==> src/hw/rtl/mtf_pkg.sv <==
// ----------------------------------------------------------------------------
// mtf_pkg
// types and constants shared by the move-to-front list and its cells
// ----------------------------------------------------------------------------
package mtf_pkg;

   localparam int unsigned VALUE_WIDTH  = 32;
   localparam int unsigned STATUS_WIDTH = 2;
   localparam int unsigned RSP_WIDTH    = 8;

   localparam logic OP_APPEND = 1'b0;
   localparam logic OP_SEARCH = 1'b1;

   typedef enum logic [STATUS_WIDTH-1:0] {
      STATUS_APPENDED = 2'd0,
      STATUS_FOUND    = 2'd1,
      STATUS_MISSING  = 2'd2,
      STATUS_FULL     = 2'd3
   } status_type;

   typedef struct packed {
      logic                   append;
      logic                   found;
      logic [VALUE_WIDTH-1:0] key;
   } cell_ctrl_type;

endpackage

==> src/hw/rtl/mtf_cell.sv <==
// ----------------------------------------------------------------------------
// mtf_cell
// one list position: holds an entry, compares it to the key, passes the hit
// flag down the row; takes the key on tail append, its front entry on a move
// ----------------------------------------------------------------------------
module mtf_cell (
   input  logic                               clock,
   input  mtf_pkg::cell_ctrl_type             ctrl,
   input  logic                               valid,
   input  logic                               is_tail,
   input  logic [mtf_pkg::VALUE_WIDTH-1:0]    prev_entry,
   input  logic                               hit_in,
   output logic                               hit_out,
   output logic [mtf_pkg::VALUE_WIDTH-1:0]    entry
);

   logic [mtf_pkg::VALUE_WIDTH-1:0] entry_ff;
   logic [mtf_pkg::VALUE_WIDTH-1:0] entry_in;
   logic                            match;

   assign match   = valid && (entry_ff == ctrl.key);
   assign hit_out = hit_in || match;
   assign entry   = entry_ff;

   always_comb begin
      entry_in = entry_ff;
      if (ctrl.append && is_tail) begin
         entry_in = ctrl.key;
      end else if (ctrl.found && !hit_in) begin
         entry_in = prev_entry;
      end
   end

   always_ff @(posedge clock) begin
      entry_ff <= entry_in;
   end

endmodule

==> src/hw/rtl/move_to_front_list.sv <==
// a result is registered in the cycle after its request transaction
// throughput: one request per cycle; all cells compare and shift in parallel,
//   the row's hit chain settles within that cycle
// a pending result does not block the next request unless rsp_tready is low
// reset: synchronous, clears the entry count and the response valid flag;
//   entries and the registered status are not cleared
// ----------------------------------------------------------------------------
// move_to_front_list
// self-organizing list with move-to-front search and tail append
// ----------------------------------------------------------------------------
module move_to_front_list #(
   parameter int unsigned CAPACITY = 16
) (
   input  logic                              clock,
   input  logic                              reset,
   input  logic                              req_tvalid,
   output logic                              req_tready,
   input  logic [mtf_pkg::VALUE_WIDTH-1:0]   req_tdata,  // item_value
   input  logic [0:0]                        req_tuser,  // operation
   output logic                              rsp_tvalid,
   input  logic                              rsp_tready,
   output logic [mtf_pkg::RSP_WIDTH-1:0]     rsp_tdata   // status, zero pad
);

   localparam int unsigned COUNT_WIDTH = $clog2(CAPACITY + 1);

   logic [COUNT_WIDTH-1:0]          count_ff;
   logic [COUNT_WIDTH-1:0]          count_in;
   logic                            rsp_valid_ff;
   logic                            rsp_valid_in;
   mtf_pkg::status_type             rsp_status_ff;
   mtf_pkg::status_type             rsp_status_in;

   logic                            req_accept;
   logic                            is_search;
   logic                            is_full;
   logic                            hit_any;
   mtf_pkg::cell_ctrl_type          ctrl;
   logic                            hit [CAPACITY+1];
   logic [mtf_pkg::VALUE_WIDTH-1:0] entry [CAPACITY];

   assign req_tready = !rsp_valid_ff || rsp_tready;
   assign req_accept = req_tvalid && req_tready;
   assign is_search  = (req_tuser[0] == mtf_pkg::OP_SEARCH);
   assign is_full    = (count_ff == COUNT_WIDTH'(CAPACITY));
   assign hit_any    = hit[CAPACITY];

   assign ctrl.append = req_accept && !is_search && !is_full;
   assign ctrl.found  = req_accept && is_search && hit_any;
   assign ctrl.key    = req_tdata;

   assign hit[0] = 1'b0;

   for (genvar i = 0; i < CAPACITY; i++) begin : g_cell
      logic [mtf_pkg::VALUE_WIDTH-1:0] prev;
      if (i == 0) begin : g_front
         assign prev = req_tdata;
      end else begin : g_rest
         assign prev = entry[i-1];
      end
      mtf_cell u_cell (
         .clock      (clock),
         .ctrl       (ctrl),
         .valid      (COUNT_WIDTH'(i) < count_ff),
         .is_tail    (COUNT_WIDTH'(i) == count_ff),
         .prev_entry (prev),
         .hit_in     (hit[i]),
         .hit_out    (hit[i+1]),
         .entry      (entry[i])
      );
   end

   always_comb begin
      count_in = count_ff;
      if (ctrl.append) begin
         count_in = count_ff + COUNT_WIDTH'(1);
      end
   end

   always_comb begin
      rsp_valid_in  = rsp_valid_ff && !rsp_tready;
      rsp_status_in = rsp_status_ff;
      if (req_accept) begin
         rsp_valid_in = 1'b1;
         if (is_search) begin
            rsp_status_in = hit_any ? mtf_pkg::STATUS_FOUND : mtf_pkg::STATUS_MISSING;
         end else begin
            rsp_status_in = is_full ? mtf_pkg::STATUS_FULL : mtf_pkg::STATUS_APPENDED;
         end
      end
   end

   always_ff @(posedge clock) begin
      if (reset) begin
         count_ff     <= '0;
         rsp_valid_ff <= 1'b0;
      end else begin
         count_ff     <= count_in;
         rsp_valid_ff <= rsp_valid_in;
      end
   end

   always_ff @(posedge clock) begin
      rsp_status_ff <= rsp_status_in;
   end

   assign rsp_tvalid = rsp_valid_ff;
   assign rsp_tdata  = {{(mtf_pkg::RSP_WIDTH - mtf_pkg::STATUS_WIDTH){1'b0}}, rsp_status_ff};

   a_count_bound : assert property (@(posedge clock) disable iff (reset)
      count_ff <= COUNT_WIDTH'(CAPACITY))
      else $error("entry count above capacity");

   a_append_ok : assert property (@(posedge clock) disable iff (reset)
      (req_accept && !is_search && !is_full) |=>
         (rsp_status_ff == mtf_pkg::STATUS_APPENDED && count_ff == $past(count_ff) + 1'b1))
      else $error("append to non-full list not taken");

   a_found_front : assert property (@(posedge clock) disable iff (reset)
      (req_accept && is_search && hit_any) |=> (entry[0] == $past(req_tdata)))
      else $error("found key not at front");

   a_search_count : assert property (@(posedge clock) disable iff (reset)
      (req_accept && is_search) |=> $stable(count_ff))
      else $error("search changed entry count");

endmodule
==> config.mk <==
export PLATFORM = sky130hd
export DESIGN_NAME = move_to_front_list
export DESIGN_NICKNAME = d
export VERILOG_FILES = /design/src/hw/rtl/mtf_pkg.sv /design/src/hw/rtl/mtf_cell.sv /design/src/hw/rtl/move_to_front_list.sv
export SDC_FILE = /design/constraint.sdc
export NUM_CORES = 1
export LEC_CHECK = 0
export BUFFER_PORTS_ARGS = -buffer_cell sky130_fd_sc_hd__buf_2
export CAP_MARGIN = 20
export CORE_MARGIN = 2
export CORE_UTILIZATION = 44
export DETAILED_ROUTE_END_ITERATION = 10
export GPL_ROUTABILITY_DRIVEN = 1
export PLACE_DENSITY_LB_ADDON = 0.25
export SYNTH_ARGS = -nofsm -noshare
export SYNTH_HDL_FRONTEND = slang
export SYNTH_SLANG_ARGS = --single-unit
==> constraint.sdc <==
create_clock -name clock -period 14.15 [get_ports clock]
set_input_delay 1.415 -clock clock [delete_from_list [all_inputs] [get_ports clock]]
set_output_delay 1.415 -clock clock [all_outputs]
set_load 0.02 [all_outputs]
## After elaboration in Yosys (flattened, before gate mapping)

Cells that the tools add are included.

| operators by class | value |
|---|---|
| add/sub/neg operators | 1 |
| $lt $le $gt $ge | 16 |
| eq/ne operators | 32 |
| mux-type cells | 36 |
| reduce and logical (&&, ||, !) cells | 105 |

Operators with widths:

| kind | count |
|---|---|
| 32-bit two-way mux | 32 |
| 32-bit equality test | 16 |
| 1-bit logical AND | 53 |
| 4-bit by 5-bit equality test with 1-bit output, first input constant | 8 |
| 4-bit by 5-bit less-than comparator with 1-bit output, first input constant | 8 |
| 2-bit nonzero test | 16 |
| 3-bit by 5-bit equality test with 1-bit output, first input constant | 4 |
| 3-bit by 5-bit less-than comparator with 1-bit output, first input constant | 4 |
| 1-bit logical NOT | 19 |
| 1-bit logical OR | 16 |
| 2-bit by 5-bit equality test with 1-bit output, first input constant | 2 |
| 1-bit by 5-bit less-than comparator with 1-bit output, first input constant | 2 |
| 2-bit by 5-bit less-than comparator with 1-bit output, first input constant | 2 |
| 2-bit two-way mux | 3 |
| 5-bit by 1-bit adder with 5-bit output, second input constant | 1 |
| 1-bit by 5-bit equality test with 1-bit output, first input constant | 1 |
| 5-bit equality test, second input constant | 1 |
| 5-bit logical NOT | 1 |
| 1-bit two-way mux | 1 |

| word-level totals | value |
|---|---|
| register bits after elaboration | 520 |
| bits of input ports | 37 |
| output and inout bits | 10 |
| logic and storage cells | 209 |

## Depth between registers and ports, before layout

Gate-level depths: netlist of run 1.

| logic depth | value |
|---|---|
| word-level depth | 21 |
| depth in mapped cells | 14 |
| depth with buffers taken out | 8 |

## Cells and area by module

From an unflattened synthesis of run 1, not the netlist that was laid out.

| unflattened totals | value |
|---|---|
| cells, all modules | 1992 |
| area, all modules | 28020.6 um2 |

Modules (own cells, without submodules):

| module | instances | cells each | area an instance (um2) | sequential area each (um2) |
|---|---|---|---|---|
| mtf_cell | 16 | 118 | 1702.9 | 960.9 |
| move_to_front_list | 1 | 104 | 774.5 | 180.2 |

## Worst setup path before layout of run 1

No wires, ideal clock.

| timing path | value |
|---|---|
| path type | input to register |
| start | input req_tdata[15] (netlist name) |
| end | register g_cell[4].u_cell.entry_ff (netlist bit g_cell[4].u_cell.entry[0]), enable pin |
| library setup time | 0.470 ns |
| arrival | 5.443 ns |
| data required time | 13.680 ns |
| slack | 8.237 ns |
| stages | 9 |
| path buffers | 2 |
| cell sequence | buf_2 buf_4 xor2_1 nor4_1 nand4_1 or4_4 nand4b_4 nor3_4 o31ai_1 |

| between the ends | value |
|---|---|
| word-level cells in the longest chain between the ends | 20 |
| elaborated cells on any way between the ends | 51 |
| those cells by class | eq/ne (16); reduce/logical (35) |

RTL lines:

| item | RTL line | source |
|---|---|---|
| start: declaration | move_to_front_list.sv:18 | `input logic [mtf_pkg::VALUE_WIDTH-1:0] req_tdata,` |
| 32-bit equality test | mtf_cell.sv:21 | `assign match = valid && (entry_ff == ctrl.key);` |
| 1-bit logical AND | mtf_cell.sv:21 |  |
| 1-bit logical OR (15 in series) | mtf_cell.sv:22 | `assign hit_out = hit_in \|\| match;` |
| 1-bit logical AND | move_to_front_list.sv:49 | `assign ctrl.found = req_accept && is_search && hit_any;` |
| 1-bit logical AND * | mtf_cell.sv:29 | `end else if (ctrl.found && !hit_in) begin` |
| 2-bit nonzero test (no source line) * | n/a |  |
| end signal: assignment | mtf_cell.sv:35 | `entry_ff <= entry_in;` |
| end: declaration | mtf_cell.sv:17 | `logic [mtf_pkg::VALUE_WIDTH-1:0] entry_ff;` |

Mark *: on every way between the ends. The rest lies on a longest branch, timed or not.
A chain may end at the register's enable or synchronous reset.

## Worst setup path after layout of run 1

| timing path | value |
|---|---|
| start | input req_tdata[30] (netlist name) |
| end | register g_cell[1].u_cell.entry_ff (netlist bit g_cell[1].u_cell.entry[12]), enable pin |

| between the ends | value |
|---|---|
| word-level cells in the longest chain between the ends | 20 |
| elaborated cells on any way between the ends | 51 |
| those cells by class | eq/ne (16); reduce/logical (35) |

RTL lines:

| item | RTL line |
|---|---|
| 32-bit equality test | mtf_cell.sv:21 |
| 1-bit logical AND | mtf_cell.sv:21 |
| 1-bit logical OR (15 in series) | mtf_cell.sv:22 |
| 1-bit logical AND | move_to_front_list.sv:49 |
| 1-bit logical AND * | mtf_cell.sv:29 |
| 2-bit nonzero test (no source line) * | n/a |
| end signal: assignment | mtf_cell.sv:35 |
| end: declaration | mtf_cell.sv:17 |

Marked as above.

==> run_results.csv, run 1 <==
group,metric,value,unit
clock_network,numCtsBuffers,57,
layout,final_net_count,2009,
sta,skew,0.0194,ns
layout,fin_area,31000,sq um
placed_design,pre_cts_slack,8.79,ns
route,via_per_inst,5.67,
layout,n_fill_cell,5568,
setup_path,cp_cell_sequence,"buf_2 > xnor2_1 > nand4_1 > a2111oi_2 > a311o_1 > nand4b_4 > nor4_2 > o21bai_2 > buf_4",
sta,finalSetupViolations,0,
route,vias,16300,
placed_design,placedCellCount,2765,
global_routing,antenna_found_initial,1,
pwr,power.density,108,nW/um^2
sta,final.period_utilization,33.5,%
sta,tns,0,ns
sta,rsz0062_at_grt,"false",
setup_path,cpPeakStageDelay,0.82,ns
run,drv_cap,0,
sta,hold_violations,0,
clock_network,ctsResizeCount,0,
clock_network,cts_tree,"done",
yosys,syn_area_per_cell,14.3,sq um
clock_network,ctsHoldBuffers,0,
clock_network,clock-root-buffer,"clkbuf_16",
layout,fin_util,48.2,%
route,drtAntennaViolNets,0,
run_status,outcome,"complete, no violations",
setup_path,worstSetupPathType,"in -> reg",
sta,worstMarginPinSlew,1.14,ns
sta,hold_ws,0.572,ns
placed_design,place.gp.congestion,0.849,
global_routing,grtUsageTotal,23.3,%
clock_network,cts_setup_buffers,0,
setup_path,cp-end-kind,"register",
route,drt-pass1-iter-count,5,
clock_network,clock_sinks,520,
clock_network,clk_path_buf_depth,3,
route,dr.first_iter.drc_count,1783,
sta,final_period_minus_worst_setup_slack,4.74,ns
sta,finalMaxSlewViolations,0,
floorplanning,fp-row-count,93,
floorplanning,die_h,259,microns
yosys,ys_ff_latch,520,
sta,worst_slack,9.41,ns
global_routing,overflow,0,
yosys,synth-edff-count,514,
placed_design,hpwl,50400,microns
yosys,async_reset_ff_share,0,%
worst_hold_path,hp-class,"reg -> reg",
layout,areaGrowthSynthToFinish,8.64,%
floorplanning,die_area,67000,sq um
setup_path,cp.required,14.44,ns
yosys,yosysUniqueCellTypes,59,
yosys,ys.flop_type,"edfxtp_1",
yosys,syn_inst,1998,
route,wl_per_cell,27.2,microns
setup_path,cp_slowest_cell,"buf_2",
pwr,ir_drop,0.0758,mV
floorplanning,num_io_pins,47,
clock_network,clock_latency,0.62,ns
pwr,leakagePower,10.1,nW
sta,fmax,0.211,GHz
setup_path,path_max_fanout,32,
setup_path,critical-path-top-delay-family,"compound AO/OA/AOI/OAI gates",
route,drc,0,
floorplanning,initial_utilization,44.4,%
setup_path,arrival,5.04,ns
floorplanning,die_w,259,microns
placed_design,portBuffers,40,
layout,n_antenna_cell,0,
setup_path,start_kind,"input pin",
clock_network,cts_htree_levels,2,
pwr,power,3.36,mW
route,totalWireLength,77800,microns
sta,slew_headroom,23.7,%
global_routing,grt_pass1_vias,16700,
placed_design,place_area,29200,sq um
yosys,yosysWarnings,0,
global_routing,grt_max_degree,34,
yosys,mappedNetlistArea,28600,sq um
clock_network,clk_pin_slew,0.06,ns
yosys,yosysSeqAreaShare,54.5,%
layout,drive_above_1_share,33.3,%
layout,fin_cells,2866,
floorplanning,coreArea,64300,sq um
global_routing,grt_first_pass_wirelength,115000,microns
setup_path,cp_num_buf_inv,2,
[state kept, by name, indices dropped and copies added (netlist names)]
| name | count |
|---|---|
| count_ff | 5 |
| rsp_status_ff | 2 |
| rsp_tvalid | 1 |
| g_cell.u_cell.entry | 512 |
[placed cells by master (no fill, tap or decap), types with 4 or more instances in the layout]
cell type and instances:
nand3_1 21, inv_1 5, edfxtp_1 514, dfxtp_1 6
mux2_1 22, nor2_1 10, a21oi_1 7, clkinv_1 13
clkinv_2 9, nand2_1 17, o21ai_2 6, buf_4 58
nor4_2 5, conb_1 6, and3_1 7, mux2_2 448
buf_2 40, nand4_1 72, mux2_4 10, xor2_1 260
nor3_1 20, xnor2_1 256, bufinv_16 7, nand2b_1 4
nor4_1 64, clkbuf_1 13, clkbuf_16 57
[path summary, 6_finish.rpt]
path / start / to / slack, ns / cells after the start
worst max register to register: count_ff[4] / g_cell[1].u_cell.entry[12] / 10.20 / 9
worst max-delay path: req_tdata[30] / g_cell[1].u_cell.entry[12] / 9.41 / 9
worst min register to register: rsp_tvalid / rsp_tvalid / 0.57 / 2
worst min-delay path: rsp_tvalid / rsp_tvalid / 0.57 / 2
[final cells by class]
class	count	area, sq um	area share, %
clock inverter	31	319	1.03
multi-input combinational	1285	11900	38.4
clock buffer	70	1480	4.76
timing repair buffer	99	663	2.14
tap	855	1070	3.45
sequential	520	15600	50.1
inverter	6	22.5	0.0726
[routing by layer]
| metal | track usage (%) | routed length, microns |
|---|---|---|
| met1 | 33.0 | 35200 |
| met2 | 37.3 | 36400 |
| met3 | 3.50 | 4580 |
| met4 | 6.15 | 1660 |
| met5 | 0 | 12 |
[tightest hold or removal path, stage by stage, from the launching register on]
cell,delay (ns)
dfxtp_1,0.31
nand2b_1,0.12
a21oi_1,0.09
[power breakdown]
part	internal, mW	switching [mW]
sequential	1.68	0.00754
clock	0.860	0.616
combinational	0.0649	0.132
[kinds of logic after synthesis]
family | share of synthesized area (%)
adders and majority gates | 0.131
DFF | 54.5
xor gates and xnor gates | 15.8
buffers and inverters | 4.25
and+or+nand+nor | 5.32
muxes | 19.1
other | 0.0131
AOI/OAI and AO/OA | 0.920
[cells in the mapped netlist (6+ instances only)]
cell type,instances,area [sq um]
buf_6,38,428
nand4_1,72,450
xor2_1,260,2280
edfxtp_1,514,15400
nand2_1,17,63.8
o21ai_1,6,30.0
mux2_2,448,5040
nor3_1,20,100
xnor2_1,256,2240
and3_1,7,43.8
clkbuf_1,43,161
dfxtp_1,6,120
buf_4,21,158
buf_2,85,425
a21oi_1,7,35.0
nor4_1,64,400
mux2_4,10,150
mux2_1,22,248
nor2_1,11,41.3
nand3_1,21,105
Note: power is estimated with default switching activity, not from simulation.
==> run 2, diff against run 1 <==
==> constraint.sdc (replaced) <==
create_clock -name clock -period 4.3 [get_ports clock]
set_input_delay 0.43 -clock clock [delete_from_list [all_inputs] [get_ports clock]]
set_output_delay 0.43 -clock clock [all_outputs]
set_load 0.02 [all_outputs]
==> run 2 against run 1 <==
Sequential power increased to 3.3 times the previous value. Total power grew to 3.3 times the previous value. Sequential cell count unchanged. Combinational power rose to 3.6 times the previous value. Critical path depth stayed put. Critical endpoint is now g_cell[11].u_cell.entry[1]. Highest routed layer is now met4. Clock power increased to 3.3 times the previous value. Via count rose by 1.1%. Final area rose by 1.8%.
==> run_results.csv, run 2 (synthesized netlist as in run 1, its figures left out) <==
group,metric,value,unit
run_status,outcome,"complete, no violations",
setup_path,path_max_fanout,15,
sta,skew,0.0372,ns
layout,fin_util,49.1,%
sta,finalMaxSlewViolations,0,
global_routing,antenna_found_initial,0,
clock_network,cts_setup_buffers,0,
sta,worstMarginPinSlew,0.898,ns
clock_network,ctsResizeCount,0,
clock_network,ctsHoldBuffers,0,
global_routing,grtUsageTotal,23.7,%
placed_design,placedCellCount,2811,
floorplanning,initial_utilization,44.4,%
layout,n_antenna_cell,0,
sta,rsz0062_at_grt,"false",
route,wl_per_cell,27.2,microns
layout,final_common_cell,"edfxtp_1",
floorplanning,coreArea,64300,sq um
global_routing,overflow,0,
route,dr.first_iter.drc_count,1492,
setup_path,start_kind,"register",
clock_network,clk_pin_slew,0.06,ns
global_routing,grt_first_pass_wirelength,117000,microns
sta,finalSetupViolations,0,
layout,areaGrowthSynthToFinish,10.6,%
worst_hold_path,hp-class,"in -> reg",
layout,final_cell_mix,"514 x edfxtp_1, 448 x mux2_2, 260 x xor2_1, 256 x xnor2_1, 90 x buf_4",
placed_design,place_area,29700,sq um
route,drt-pass1-iter-count,5,
setup_path,arrival,4.21,ns
floorplanning,die_h,259,microns
sta,tns,0,ns
run,drv_cap,0,
setup_path,cp.required,4.68,ns
sta,slew_headroom,40.1,%
route,via_per_inst,5.63,
global_routing,grt_pass1_vias,17100,
route,drtAntennaViolNets,0,
clock_network,clock-root-buffer,"clkbuf_16",
layout,multi_input_area,11900,sq um
layout,n_fill_cell,5512,
placed_design,hpwl,56000,microns
layout,largest_register_ffs,512,
route,vias,16400,
floorplanning,num_io_pins,47,
layout,final_net_count,2056,
pwr,leakagePower,10.4,nW
layout,fin_cells,2917,
pwr,power.density,354,nW/um^2
floorplanning,fp-row-count,93,
setup_path,r2r_slack,0.47,ns
clock_network,numCtsBuffers,58,
placed_design,portBuffers,40,
layout,fin_area,31600,sq um
route,drc,0,
setup_path,cp-end-kind,"register",
floorplanning,die_w,259,microns
clock_network,clk_path_buf_depth,3,
clock_network,clock_sinks,520,
layout,seqCellArea,15600,sq um
clock_network,cts_tree,"done",
sta,hold_ws,0.0669,ns
clock_network,cts_htree_levels,2,
route,totalWireLength,79200,microns
sta,final_period_minus_worst_setup_slack,3.83,ns
sta,final.period_utilization,89.1,%
placed_design,place.gp.congestion,0.893,
sta,fmax,0.261,GHz
setup_path,worstSetupPathType,"reg -> reg",
global_routing,grt_max_degree,34,
sta,hold_violations,0,
clock_network,clock_latency,0.64,ns
floorplanning,die_area,67000,sq um
pwr,ir_drop,0.362,mV
layout,drive_above_1_share,35.0,%
==> run 2: cell types whose count changed in the layout (fill, tap and decap cells not counted) <==
cell / before / now
bufinv_16: 7 / 6
clkbuf_16: 57 / 58
buf_16: 1 / 0
clkinv_4: 0 / 1
clkbuf_1: 13 / 8
clkinv_2: 9 / 13
clkinvlp_4: 2 / 1
clkinv_1: 13 / 17
buf_12: 0 / 15
inv_16: 0 / 1
clkinv_8: 0 / 1
buf_4: 58 / 90
==> run 2: worst max-delay path, stage by stage (launching register included) <==
cell and delay, ns:
dfxtp_1 0.70, inv_1 0.25, ha_1 0.36, a31oi_2 0.26, nand2_1 0.15, nor3b_2 0.32
nand2_2 0.21, nor3_4 0.53, buf_4 0.38, mux2_2 0.40
==> run 2: worst paths after layout <==
kind,startpoint,to,cells past startpoint
setup / recovery,count_ff[1],g_cell[11].u_cell.entry[1],9
hold / removal,req_tvalid,rsp_tvalid,3
setup reg to reg,count_ff[1],g_cell[11].u_cell.entry[1],9
hold reg to reg,rsp_tvalid,rsp_tvalid,2
==> run 2: layer usage <==
layer / global-route usage, % / vias up / share of wire (%)
met5: 0 / - / 0
met4: 8.65 / 0 / 3.6
met3: 4.96 / 152 / 6.4
met2: 38.5 / 518 / 47
li1: - / 7371 / -
met1: 31.5 / 8391 / 43
==> run 2: per-stage QoR <==
step	power [mW]	worst slack, ns
2_1_floorplan	6.13	-0.628
3_3_place_gp	6.35	0.316
3_5_place_dp	6.35	0.243
4_1_cts	11.3	0.487
5_1_grt	11.5	0.238
6_report	11.2	0.470
==> run 2: power breakdown <==
part / leakage, nW / switching (mW) / internal (mW)
Sequential: 4.68 / 0.0223 / 5.53
Combinational: 4.78 / 0.454 / 0.249
Clock: 0.907 / 2.10 / 2.82
Total: 10.4 / 2.58 / 8.60
==> run 2: area by class of cell <==
class,count,area share (%)
well taps,855,3.39
clock inverters,40,1.14
flip-flops and latches,520,49.3
inverters,6,0.0713
multi-input cells,1285,37.7
clock buffers,66,4.69
repair buffers,145,3.72
